$ cat src/design/mwpa_pkg.sv
package mwpa_pkg;

    localparam int Window      = 16;
    localparam int PtrW        = 4;
    localparam int CntW        = 5;
    localparam int CordicSteps = 16;
    localparam int StepW       = 5;

    localparam logic signed [39:0] Q24Pi     = 40'sd52707179;
    localparam logic signed [39:0] Q24HalfPi = 40'sd26353589;
    localparam logic signed [39:0] Q24Gain   = 40'sd10188014;
    localparam int YawMax  = 25736;
    localparam int UnitQ14 = 16384;

    typedef enum logic [3:0] {
        ST_IDLE,
        ST_SC,
        ST_SC_DONE,
        ST_SUM_RD,
        ST_SUM_ACC,
        ST_VEC,
        ST_VEC_DONE,
        ST_DIV,
        ST_OUT
    } state_t;

    // Arctangent table, Q24.
    function automatic logic signed [39:0] atan_q24(input logic [StepW-1:0] i);
        logic signed [39:0] r;
        unique case (i)
            5'd0:    r = 40'sd13176795;
            5'd1:    r = 40'sd7778717;
            5'd2:    r = 40'sd4110060;
            5'd3:    r = 40'sd2086331;
            5'd4:    r = 40'sd1047214;
            5'd5:    r = 40'sd524117;
            5'd6:    r = 40'sd262123;
            5'd7:    r = 40'sd131069;
            5'd8:    r = 40'sd65536;
            5'd9:    r = 40'sd32768;
            5'd10:   r = 40'sd16384;
            5'd11:   r = 40'sd8192;
            5'd12:   r = 40'sd4096;
            5'd13:   r = 40'sd2048;
            5'd14:   r = 40'sd1024;
            5'd15:   r = 40'sd512;
            5'd16:   r = 40'sd256;
            5'd17:   r = 40'sd128;
            5'd18:   r = 40'sd64;
            5'd19:   r = 40'sd32;
            5'd20:   r = 40'sd16;
            5'd21:   r = 40'sd8;
            5'd22:   r = 40'sd4;
            default: r = 40'sd2;
        endcase
        return r;
    endfunction

endpackage

$ cat src/design/mwpa_ram.sv
module mwpa_ram #(
    parameter int WIDTH = 96,
    parameter int DEPTH = 16
) (
    input  logic                     clk,
    input  logic                     we,
    input  logic [$clog2(DEPTH)-1:0] waddr,
    input  logic [WIDTH-1:0]         wdata,
    input  logic [$clog2(DEPTH)-1:0] raddr,
    output logic [WIDTH-1:0]         rdata
);

    logic [WIDTH-1:0] mem [DEPTH];

    // Single write port, registered read port.
    always_ff @(posedge clk)
    begin
        if (we)
        begin
            mem[waddr] <= wdata;
        end
        rdata <= mem[raddr];
    end

endmodule

$ cat src/design/mwpa_cordic.sv
module mwpa_cordic
    import mwpa_pkg::*;
(
    input  logic                  clk,
    input  logic                  load,
    input  logic                  vec_mode,
    input  logic signed [39:0]    x_in,
    input  logic signed [39:0]    y_in,
    input  logic signed [39:0]    z_in,
    input  logic                  step_en,
    input  logic [StepW-1:0]      step,
    output logic signed [39:0]    x_out,
    output logic signed [39:0]    y_out,
    output logic signed [39:0]    z_out
);

    logic signed [39:0] x_reg, y_reg, z_reg;
    logic signed [39:0] x_sh, y_sh;
    logic               up;

    // One micro-rotation per cycle while step_en is high, shared by rotation and vectoring.
    always_comb
    begin
        x_sh = x_reg >>> step;
        y_sh = y_reg >>> step;
        up   = vec_mode ? (y_reg >= 0) : (z_reg >= 0);
    end

    always_ff @(posedge clk)
    begin
        if (load)
        begin
            x_reg <= x_in;
            y_reg <= y_in;
            z_reg <= z_in;
        end
        else if (step_en)
        begin
            if (vec_mode == up)
            begin
                // Vectoring with y >= 0, or rotation with z < 0.
                x_reg <= x_reg + y_sh;
                y_reg <= y_reg - x_sh;
            end
            else
            begin
                x_reg <= x_reg - y_sh;
                y_reg <= y_reg + x_sh;
            end
            if (up == vec_mode)
            begin
                z_reg <= z_reg + atan_q24(step);
            end
            else
            begin
                z_reg <= z_reg - atan_q24(step);
            end
        end
    end

    assign x_out = x_reg;
    assign y_out = y_reg;
    assign z_out = z_reg;

endmodule

$ cat src/design/mwpa_div.sv
module mwpa_div
    import mwpa_pkg::*;
(
    input  logic               clk,
    input  logic               rst_n,
    input  logic               start,
    input  logic signed [35:0] dividend,
    input  logic [CntW-1:0]    divisor,
    output logic               busy,
    output logic signed [31:0] quotient
);

    // Restoring divider on magnitudes, one quotient bit per cycle.
    logic [35:0]     q_reg, q_next;
    logic [CntW:0]   r_reg, r_next;
    logic [CntW-1:0] d_reg;
    logic            neg_reg;
    logic [5:0]      cnt_reg;
    logic [CntW:0]   trial;

    always_comb
    begin
        trial  = {r_reg[CntW-1:0], q_reg[35]};
        q_next = {q_reg[34:0], 1'b0};
        r_next = trial;
        if (trial >= {1'b0, d_reg})
        begin
            r_next    = trial - {1'b0, d_reg};
            q_next[0] = 1'b1;
        end
    end

    always_ff @(posedge clk or negedge rst_n)
    begin
        if (!rst_n)
        begin
            cnt_reg <= '0;
        end
        else if (start)
        begin
            cnt_reg <= 6'd36;
        end
        else if (cnt_reg != 6'd0)
        begin
            cnt_reg <= cnt_reg - 6'd1;
        end
    end

    always_ff @(posedge clk)
    begin
        if (start)
        begin
            q_reg   <= dividend[35] ? 36'(-dividend) : 36'(dividend);
            neg_reg <= dividend[35];
            r_reg   <= '0;
            d_reg   <= divisor;
        end
        else if (cnt_reg != 6'd0)
        begin
            q_reg <= q_next;
            r_reg <= r_next;
        end
    end

    assign busy     = cnt_reg != 6'd0;
    assign quotient = neg_reg ? 32'(-q_reg) : 32'(q_reg);

endmodule

$ cat src/design/moving_window_pose_average.sv
// Moving-window pose average.
// Input stream s_axis: one transaction is one pose sample (x, y, yaw).
// Output stream m_axis: one transaction per sample with the mean x, mean y,
// circular mean yaw and the number of samples held after that push.
// Configuration channel cfg: writes window_length (0 acts as 1, above 16 as 16);
// write it only while the block is idle. The new length applies at the next push.
// Each sample runs through one shared CORDIC: 16 rotation steps for sin/cos,
// a ring walk that reads back every held sample, vectoring for the mean
// heading, then a bit-serial divider for x and then y.
// s_axis_tready is high only while the block is idle; the next sample is taken
// once the result has left the output register.
// Reset empties the window, resets the write pointer and sets window_length to 16.
// When the receiver stalls, the result holds on m_axis and no new sample is taken.
module moving_window_pose_average
    import mwpa_pkg::*;
(
    input  logic        clk,
    input  logic        rst_n,
    input  logic        s_axis_tvalid,
    output logic        s_axis_tready,
    // tdata: pose_x [31:0], pose_y [63:32], pose_yaw [79:64]
    input  logic [79:0] s_axis_tdata,
    output logic        m_axis_tvalid,
    input  logic        m_axis_tready,
    // tdata: mean_x [31:0], mean_y [63:32], mean_yaw [79:64], held_count [84:80], zero [87:85]
    output logic [87:0] m_axis_tdata,
    input  logic        cfg_valid,
    output logic        cfg_ready,
    input  logic [4:0]  cfg_data
);

    state_t state_reg, state_next;

    logic [CntW-1:0]    wlen_reg;
    logic [PtrW-1:0]    wptr_reg;
    logic [CntW-1:0]    fill_reg;
    logic [StepW-1:0]   step_reg;
    logic [CntW-1:0]    walk_reg;
    logic [PtrW-1:0]    ridx_reg;
    logic               flip_reg;
    logic               ydiv_reg;
    logic signed [31:0] in_x_reg, in_y_reg;
    logic signed [15:0] in_yaw_reg;
    logic signed [35:0] sum_x_reg, sum_y_reg;
    logic signed [20:0] sum_c_reg, sum_s_reg;
    logic signed [31:0] mx_reg;
    logic [87:0]        out_reg;

    // Ring memory: {sin, cos, y, x}.
    logic        ram_we;
    logic [95:0] ram_rdata;
    logic signed [15:0] c_q14, s_q14;

    // CORDIC controls.
    logic               cd_load, cd_vec, cd_step;
    logic signed [39:0] cd_xi, cd_yi, cd_zi, cd_x, cd_y, cd_z;

    logic               dv_start, dv_busy;
    logic signed [35:0] dv_dividend;
    logic signed [31:0] dv_q;

    logic signed [39:0] z0;
    logic signed [39:0] xr, yr, zr;
    logic signed [29:0] cr, sr, ar;
    logic signed [15:0] yaw_q13;
    logic [CntW-1:0]    kept;

    assign cfg_ready     = 1'b1;
    assign s_axis_tready = (state_reg == ST_IDLE);
    assign m_axis_tvalid = (state_reg == ST_OUT);
    assign m_axis_tdata  = out_reg;

    // Sin/cos rounding to Q1.14 and mean heading rounding to Q3.13, each with clamp.
    always_comb
    begin
        xr = flip_reg ? -cd_x : cd_x;
        yr = flip_reg ? -cd_y : cd_y;
        cr = 30'((xr + 40'sd512) >>> 10);
        sr = 30'((yr + 40'sd512) >>> 10);
        c_q14 = (cr > 30'sd16384) ? 16'sd16384 : (cr < -30'sd16384) ? -16'sd16384 : 16'(cr);
        s_q14 = (sr > 30'sd16384) ? 16'sd16384 : (sr < -30'sd16384) ? -16'sd16384 : 16'(sr);
        ar = 30'((cd_z + 40'sd1024) >>> 11);
        yaw_q13 = (ar > 30'sd25736) ? 16'sd25736 : (ar < -30'sd25736) ? -16'sd25736 : 16'(ar);
        z0 = 40'(in_yaw_reg) <<< 11;
        zr = 40'(signed'(s_axis_tdata[79:64])) <<< 11;
        kept = (fill_reg > wlen_reg - 5'd1) ? wlen_reg - 5'd1 : fill_reg;
    end

    mwpa_ram #(.WIDTH(96), .DEPTH(Window)) u_ram (
        .clk   (clk),
        .we    (ram_we),
        .waddr (wptr_reg),
        .wdata ({s_q14, c_q14, in_y_reg, in_x_reg}),
        .raddr (ridx_reg),
        .rdata (ram_rdata)
    );

    mwpa_cordic u_cordic (
        .clk      (clk),
        .load     (cd_load),
        .vec_mode (cd_vec),
        .x_in     (cd_xi),
        .y_in     (cd_yi),
        .z_in     (cd_zi),
        .step_en  (cd_step),
        .step     (step_reg),
        .x_out    (cd_x),
        .y_out    (cd_y),
        .z_out    (cd_z)
    );

    mwpa_div u_div (
        .clk      (clk),
        .rst_n    (rst_n),
        .start    (dv_start),
        .dividend (dv_dividend),
        .divisor  (fill_reg),
        .busy     (dv_busy),
        .quotient (dv_q)
    );

    // Sequencer next state and unit controls.
    always_comb
    begin
        state_next  = state_reg;
        cd_load     = 1'b0;
        cd_vec      = 1'b0;
        cd_step     = 1'b0;
        cd_xi       = Q24Gain;
        cd_yi       = '0;
        cd_zi       = z0;
        ram_we      = 1'b0;
        dv_start    = 1'b0;
        dv_dividend = ydiv_reg ? sum_y_reg : sum_x_reg;
        unique case (state_reg)
            ST_IDLE:
            begin
                if (s_axis_tvalid)
                begin
                    state_next = ST_SC;
                end
            end
            ST_SC:
            begin
                cd_step = 1'b1;
                if (step_reg == 5'(CordicSteps - 1))
                begin
                    state_next = ST_SC_DONE;
                end
            end
            ST_SC_DONE:
            begin
                ram_we     = 1'b1;
                state_next = ST_SUM_RD;
            end
            ST_SUM_RD:
            begin
                state_next = ST_SUM_ACC;
            end
            ST_SUM_ACC:
            begin
                if (walk_reg == 5'd1)
                begin
                    state_next = ST_VEC;
                end
                else
                begin
                    state_next = ST_SUM_RD;
                end
            end
            ST_VEC:
            begin
                cd_vec = 1'b1;
                if (step_reg == 5'd31)
                begin
                    cd_load = 1'b1;
                    cd_xi   = 40'(sum_c_reg[20] ? -sum_c_reg : sum_c_reg) <<< 16;
                    cd_yi   = 40'(sum_c_reg[20] ? -sum_s_reg : sum_s_reg) <<< 16;
                    cd_zi   = sum_c_reg[20] ? (sum_s_reg[20] ? -Q24Pi : Q24Pi) : '0;
                end
                else
                begin
                    cd_step = 1'b1;
                    if (step_reg == 5'(CordicSteps - 1))
                    begin
                        state_next = ST_VEC_DONE;
                    end
                end
            end
            ST_VEC_DONE:
            begin
                dv_start   = 1'b1;
                state_next = ST_DIV;
            end
            ST_DIV:
            begin
                if (!dv_busy && ydiv_reg)
                begin
                    state_next = ST_OUT;
                end
                else if (!dv_busy)
                begin
                    dv_start    = 1'b1;
                    dv_dividend = sum_y_reg;
                end
            end
            ST_OUT:
            begin
                if (m_axis_tready)
                begin
                    state_next = ST_IDLE;
                end
            end
            default:
            begin
                state_next = ST_IDLE;
            end
        endcase
        // Fold the incoming heading into plus or minus pi/2 for the rotation.
        if (state_reg == ST_IDLE)
        begin
            cd_load = s_axis_tvalid;
            if (zr > Q24HalfPi)
            begin
                cd_zi = zr - Q24Pi;
            end
            else if (zr < -Q24HalfPi)
            begin
                cd_zi = zr + Q24Pi;
            end
            else
            begin
                cd_zi = zr;
            end
        end
    end

    always_ff @(posedge clk or negedge rst_n)
    begin
        if (!rst_n)
        begin
            state_reg <= ST_IDLE;
            wlen_reg  <= 5'd16;
            wptr_reg  <= '0;
            fill_reg  <= '0;
            step_reg  <= '0;
            walk_reg  <= '0;
            ridx_reg  <= '0;
            ydiv_reg  <= 1'b0;
            flip_reg  <= 1'b0;
        end
        else
        begin
            state_reg <= state_next;
            if (cfg_valid)
            begin
                wlen_reg <= (cfg_data == 5'd0) ? 5'd1 :
                            (cfg_data > 5'(Window)) ? 5'(Window) : cfg_data;
            end
            unique case (state_reg)
                ST_IDLE:
                begin
                    step_reg <= '0;
                    ydiv_reg <= 1'b0;
                    if (s_axis_tvalid)
                    begin
                        flip_reg <= (zr > Q24HalfPi) || (zr < -Q24HalfPi);
                    end
                end
                ST_SC:
                begin
                    step_reg <= step_reg + 5'd1;
                end
                ST_SC_DONE:
                begin
                    fill_reg <= kept + 5'd1;
                    walk_reg <= kept + 5'd1;
                    ridx_reg <= wptr_reg;
                    wptr_reg <= wptr_reg + 4'd1;
                    step_reg <= 5'd31;
                end
                ST_SUM_ACC:
                begin
                    walk_reg <= walk_reg - 5'd1;
                    ridx_reg <= ridx_reg - 4'd1;
                end
                ST_VEC:
                begin
                    step_reg <= step_reg + 5'd1;
                end
                ST_DIV:
                begin
                    if (!dv_busy && !ydiv_reg)
                    begin
                        ydiv_reg <= 1'b1;
                    end
                end
                default:
                begin
                end
            endcase
        end
    end

    // Payload registers.
    always_ff @(posedge clk)
    begin
        if (state_reg == ST_IDLE && s_axis_tvalid)
        begin
            in_x_reg   <= s_axis_tdata[31:0];
            in_y_reg   <= s_axis_tdata[63:32];
            in_yaw_reg <= s_axis_tdata[79:64];
        end
        if (state_reg == ST_SC_DONE)
        begin
            sum_x_reg <= '0;
            sum_y_reg <= '0;
            sum_c_reg <= '0;
            sum_s_reg <= '0;
        end
        if (state_reg == ST_SUM_ACC)
        begin
            sum_x_reg <= sum_x_reg + 36'(signed'(ram_rdata[31:0]));
            sum_y_reg <= sum_y_reg + 36'(signed'(ram_rdata[63:32]));
            sum_c_reg <= sum_c_reg + 21'(signed'(ram_rdata[79:64]));
            sum_s_reg <= sum_s_reg + 21'(signed'(ram_rdata[95:80]));
        end
        if (state_reg == ST_VEC_DONE)
        begin
            out_reg[79:64] <= (sum_c_reg == 21'sd0 && sum_s_reg == 21'sd0) ? 16'sd0 : yaw_q13;
            out_reg[84:80] <= fill_reg;
            out_reg[87:85] <= '0;
        end
        if (state_reg == ST_DIV && !dv_busy)
        begin
            if (ydiv_reg)
            begin
                out_reg[31:0]  <= mx_reg;
                out_reg[63:32] <= dv_q;
            end
            else
            begin
                mx_reg <= dv_q;
            end
        end
    end

`ifndef SYNTHESIS
    a_ready_idle: assert property (@(posedge clk) disable iff (!rst_n)
        s_axis_tready |-> !m_axis_tvalid) else $error("ready while result pending");
    a_fill_range: assert property (@(posedge clk) disable iff (!rst_n)
        fill_reg <= 5'(Window)) else $error("fill count beyond window");
    a_out_hold: assert property (@(posedge clk) disable iff (!rst_n)
        m_axis_tvalid && !m_axis_tready |=> m_axis_tvalid && $stable(m_axis_tdata))
        else $error("stalled result changed");
`endif

endmodule

$ cat config.mk
export PLATFORM = sky130hd
export DESIGN_NAME = moving_window_pose_average
export DESIGN_NICKNAME = d
export VERILOG_FILES = /design/src/design/mwpa_pkg.sv /design/src/design/mwpa_ram.sv /design/src/design/mwpa_cordic.sv /design/src/design/mwpa_div.sv /design/src/design/moving_window_pose_average.sv
export SDC_FILE = /design/constraint.sdc
export NUM_CORES = 2
export LEC_CHECK = 0
export BUFFER_PORTS_ARGS = -buffer_cell sky130_fd_sc_hd__clkbuf_2
export CORE_UTILIZATION = 45
export CTS_CLUSTER_DIAMETER = 50
export CTS_CLUSTER_SIZE = 12
export DETAILED_ROUTE_END_ITERATION = 16
export PLACE_DENSITY_LB_ADDON = 0.15
export SLEW_MARGIN = 20
export SYNTH_ARGS = -nofsm -noshare
export SYNTH_HDL_FRONTEND = slang
export SYNTH_SLANG_ARGS = --single-unit
$ cat constraint.sdc
create_clock -name clk -period 31.4 [get_ports clk]
set_input_delay 1.57 -clock clk [delete_from_list [all_inputs] [get_ports clk]]
set_output_delay 1.57 -clock clk [all_outputs]
set_load 0.005 [all_outputs]
==> metrics.txt <==
# TYPE chip_impl_metric gauge
chip_impl_info{name="outcome",value="completed"} 1
chip_impl_metric{name="final.period_utilization",unit="%"} 24.9
chip_impl_metric{name="share_of_flip_flops_with_an_asynchronous_set_or_reset_after_synthesis",unit="%"} 1.87
chip_impl_metric{name="netlist-cell-type-count",unit=""} 112
chip_impl_metric{name="first_global_vias",unit=""} 62500
chip_impl_metric{name="postSynthRegisterBits",unit=""} 2134
chip_impl_metric{name="io_buffer_count",unit=""} 176
chip_impl_metric{name="drc",unit=""} 0
chip_impl_metric{name="worstPathMaxFanout",unit=""} 57
chip_impl_metric{name="vias_per_cell",unit=""} 6.09
chip_impl_metric{name="largest_register_ff_count",unit=""} 1536
chip_impl_metric{name="post-cts-setup-buffer-count",unit=""} 0
chip_impl_metric{name="maxCapViolCount",unit=""} 0
chip_impl_metric{name="cts_sinks",unit=""} 2134
chip_impl_metric{name="dp.final_hpwl",unit="um"} 176000
chip_impl_metric{name="drt.antenna.violating_nets",unit=""} 0
chip_impl_metric{name="die_h",unit="um"} 483
chip_impl_metric{name="final_nets",unit=""} 7660
chip_impl_info{name="worst_setup_path_end_kind",value="flip-flop"} 1
chip_impl_metric{name="finalMaxSlewViolations",unit=""} 0
chip_impl_metric{name="post_synth_inst_count",unit=""} 7130
chip_impl_metric{name="seqCellArea",unit="um^2"} 62900
chip_impl_info{name="cts_tree",value="done"} 1
chip_impl_info{name="hp-class",value="reg2reg"} 1
chip_impl_metric{name="initial_antenna_violation_count",unit=""} 10
chip_impl_info{name="rsz0062_at_grt",value="no"} 1
chip_impl_metric{name="floorplan.initialDensity",unit="%"} 45.3
chip_impl_metric{name="drt_first_pass_iters",unit=""} 6
chip_impl_metric{name="n_fill_cell",unit=""} 19100
chip_impl_metric{name="syn-mean-instance-area",unit="um^2"} 14.6
chip_impl_info{name="cts_root_buf",value="clkbuf_16"} 1
chip_impl_metric{name="max_slew.worst_pin.slew",unit="ns"} 1.12
chip_impl_metric{name="gpl.final_weighted_congestion",unit=""} 0.914
chip_impl_metric{name="setup_viol",unit=""} 0
chip_impl_metric{name="post-route-util",unit="%"} 50.5
chip_impl_metric{name="min_period",unit="ns"} 7.81
chip_impl_info{name="registers.top_by_ff_count",value="u_ram.mem"} 1
chip_impl_metric{name="tns",unit="ns"} 0
chip_impl_metric{name="ys_seq_area_share",unit="%"} 60.3
chip_impl_metric{name="design.die.area",unit="um^2"} 234000
chip_impl_metric{name="maxClockFrequency",unit="GHz"} 0.128
chip_impl_metric{name="finalHoldViolCount",unit=""} 0
chip_impl_metric{name="dr_total_vias",unit=""} 64100
chip_impl_info{name="ys_dominant_reg_cell",value="edfxtp_1"} 1
chip_impl_metric{name="clkLatencyLatePin",unit="ns"} 0.91
chip_impl_metric{name="grtUsageTotal",unit="%"} 23.7
chip_impl_metric{name="fp.coreArea",unit="um^2"} 230000
chip_impl_metric{name="cts_hold_repair.buffers",unit=""} 0
chip_impl_metric{name="grt_first_pass_wirelength",unit="um"} 415000
chip_impl_metric{name="clock_tree.htree_level_count",unit=""} 4
chip_impl_metric{name="wirelength_per_cell",unit="um"} 26.6
chip_impl_metric{name="io_pins",unit=""} 181
chip_impl_metric{name="synth-edff-count",unit=""} 1993
chip_impl_metric{name="1st_iter_drt_viols",unit=""} 6133
chip_impl_metric{name="required",unit="ns"} 31.95
chip_impl_metric{name="drive_above_1_share",unit="%"} 18.3
chip_impl_metric{name="total_standard_cell_area_after_synthesis",unit="um^2"} 104000
chip_impl_metric{name="ys.warnings.count",unit=""} 0
chip_impl_metric{name="num_rows",unit=""} 176
chip_impl_metric{name="cts.path.max_buffers",unit=""} 3
chip_impl_metric{name="maximum_number_of_pins_on_one_net_before_global_route_repair",unit=""} 146
chip_impl_metric{name="cts.clk_slew.worst_paths",unit="ns"} 0.06
chip_impl_metric{name="slew_headroom",unit="%"} 25.6
chip_impl_metric{name="syn2layout_area_growth",unit="%"} 11.6
chip_impl_metric{name="remaining_global_route_overflow",unit=""} 0
chip_impl_metric{name="cts_made_buffers",unit=""} 239
chip_impl_metric{name="multi_input_comb_area",unit="um^2"} 39500
chip_impl_metric{name="totalWireLength",unit="um"} 280000
chip_impl_info{name="worst-setup-path-type",value="reg2reg"} 1
chip_impl_metric{name="skew",unit="ns"} 0.110
chip_impl_metric{name="overall_die_width",unit="um"} 483
chip_impl_info{name="worstSetupStartpointType",value="flip-flop"} 1
chip_impl_metric{name="cts.repair.resized",unit=""} 0
chip_impl_metric{name="critPathArrivalTime",unit="ns"} 8.36
-- metal layers --
metal  wire length [um]  track usage (%)  part of all wire [%]  vias to the layer above
met5                 26                0                0.0093                        -
li1                   -                -                     -                    28500
met2             127000             36.4                    45                     2278
met3              18700             3.60                   6.7                      396
met1             128000             35.5                    46                    33000
met4               6300             5.76                   2.2                        4
-- area by class of cell --
type | instances | area share, %
repair buffers | 281 | 1.54
multi-input cells | 4491 | 34.0
diodes | 3 | 0.00646
clock inverters | 99 | 1.14
well taps | 3026 | 3.26
inverters | 141 | 0.466
flip-flops and latches | 2134 | 54.1
clock buffers | 347 | 5.54
-- worst max-delay path: stages, from the launching register on --
cell and delay (ns):
dfrtp_4 0.75, buf_4 0.82, mux4_2 0.63, mux4_2 0.50, or3_1 0.36, nand3b_1 0.19, nand4b_1 0.26, a211oi_1 0.41
nand2b_1 0.15, or3_1 0.35, o31ai_1 0.33, a21boi_1 0.24, xnor2_1 0.12, ha_1 0.26, a21o_1 0.16, a21o_1 0.16
a21o_1 0.18, a21o_1 0.17, a21oi_1 0.20, o32ai_1 0.14, o21a_1 0.22, nor2_1 0.14, o31ai_1 0.16, a221oi_1 0.36
xnor2_1 0.16, nor2_1 0.05
-- cell usage in the layout, fill, tap and decap left out, drive strengths merged, types with 37 or more instances in the layout --
master / instances
ha: 274
inv: 171
mux2i: 115
or3: 59
dfxtp: 101
nor3: 135
o21ai: 342
o211ai: 37
edfxtp: 1993
o31ai: 62
dfrtp: 39
nand2b: 81
nand4: 47
or2: 39
a31oi: 71
clkinv: 47
and3: 68
o21a: 51
nand3: 90
a211oi: 50
a21o: 121
o22ai: 49
xor2: 227
xnor2: 273
nor2b: 62
nor2: 455
nand2: 385
clkbuf: 523
a21oi: 346
mux4: 577
buf: 105
nor4: 51
-- path summary, 6_finish.rpt --
check	startpoint	end	slack, ns	depth (start not counted)
max in group asynchronous	rst_n	ridx_reg[2]	30.00	2
worst max register to register	step_reg[0]	u_cordic.x_out[39]	23.59	25
worst min register to register	mx_reg[8]	m_axis_tdata[8]	0.42	0
worst min-delay path	mx_reg[8]	m_axis_tdata[8]	0.42	0
min in group asynchronous	rst_n	u_div.cnt_reg[1]	0.83	2
worst max-delay path	step_reg[0]	u_cordic.x_out[39]	23.59	25
-- cells in the mapped netlist, drive strengths merged, types with 37 or more instances --
cell       n  area share, %
or3       59           0.36
edfxtp  1993             57
nand4     47           0.29
nand3     90           0.44
dfxtp    101            1.9
nand2    385            1.4
a21oi    346            1.7
dfrtp     39           0.94
nor2     455            1.6
nand2b    81           0.49
nor4      51           0.33
a31oi     71           0.43
a21o     121           0.87
xnor2    273            2.3
nor3     135           0.68
mux4     577             12
o211ai    37           0.27
o31ai     62           0.45
inv      140           0.50
ha       274            3.3
xor2     227            1.9
o22ai     49           0.29
buf      106           0.49
o21ai    342            1.6
or2       39           0.23
mux2i    115            1.1
clkbuf   260            1.0
nor2b     62           0.37
and3      68           0.41
a211oi    50           0.36
o21a      51           0.37
-- cells by family (layout without fill, tap and decap cells) --
kind of cell	Yosys count	count (layout)	synth area share, %
flops	2134	2134	60.3
simple gates	1622	1622	7.75
compound gates	1355	1355	8.28
mux	728	728	14.0
buf+inv	507	868	2.03
xor+xnor	500	500	4.20
fa+ha+maj	282	282	3.44
other cells	2	7	0.00721
-- stage by stage --
| stage | setup slack [ns] | area [um^2] | instances | hold slack [ns] |
|---|---|---|---|---|
| 6_report | 23.59 | 116000 | 10500 | 0.416 |
| 5_1_grt | 22.94 | 116000 | 10500 | 0.419 |
| 4_1_cts | 23.62 | 116000 | 10500 | 0.418 |
| 3_5_place_dp | 23.65 | 108000 | 10100 | 0.405 |
| 3_3_place_gp | 23.60 | 108000 | 10100 | 0.402 |
| 2_1_floorplan | 20.43 | 104000 | 7132 | 0.400 |
Power is left out: the tool's default activity adds up to more than one toggle a clock period on the data nets, which glitch-free logic cannot reach.
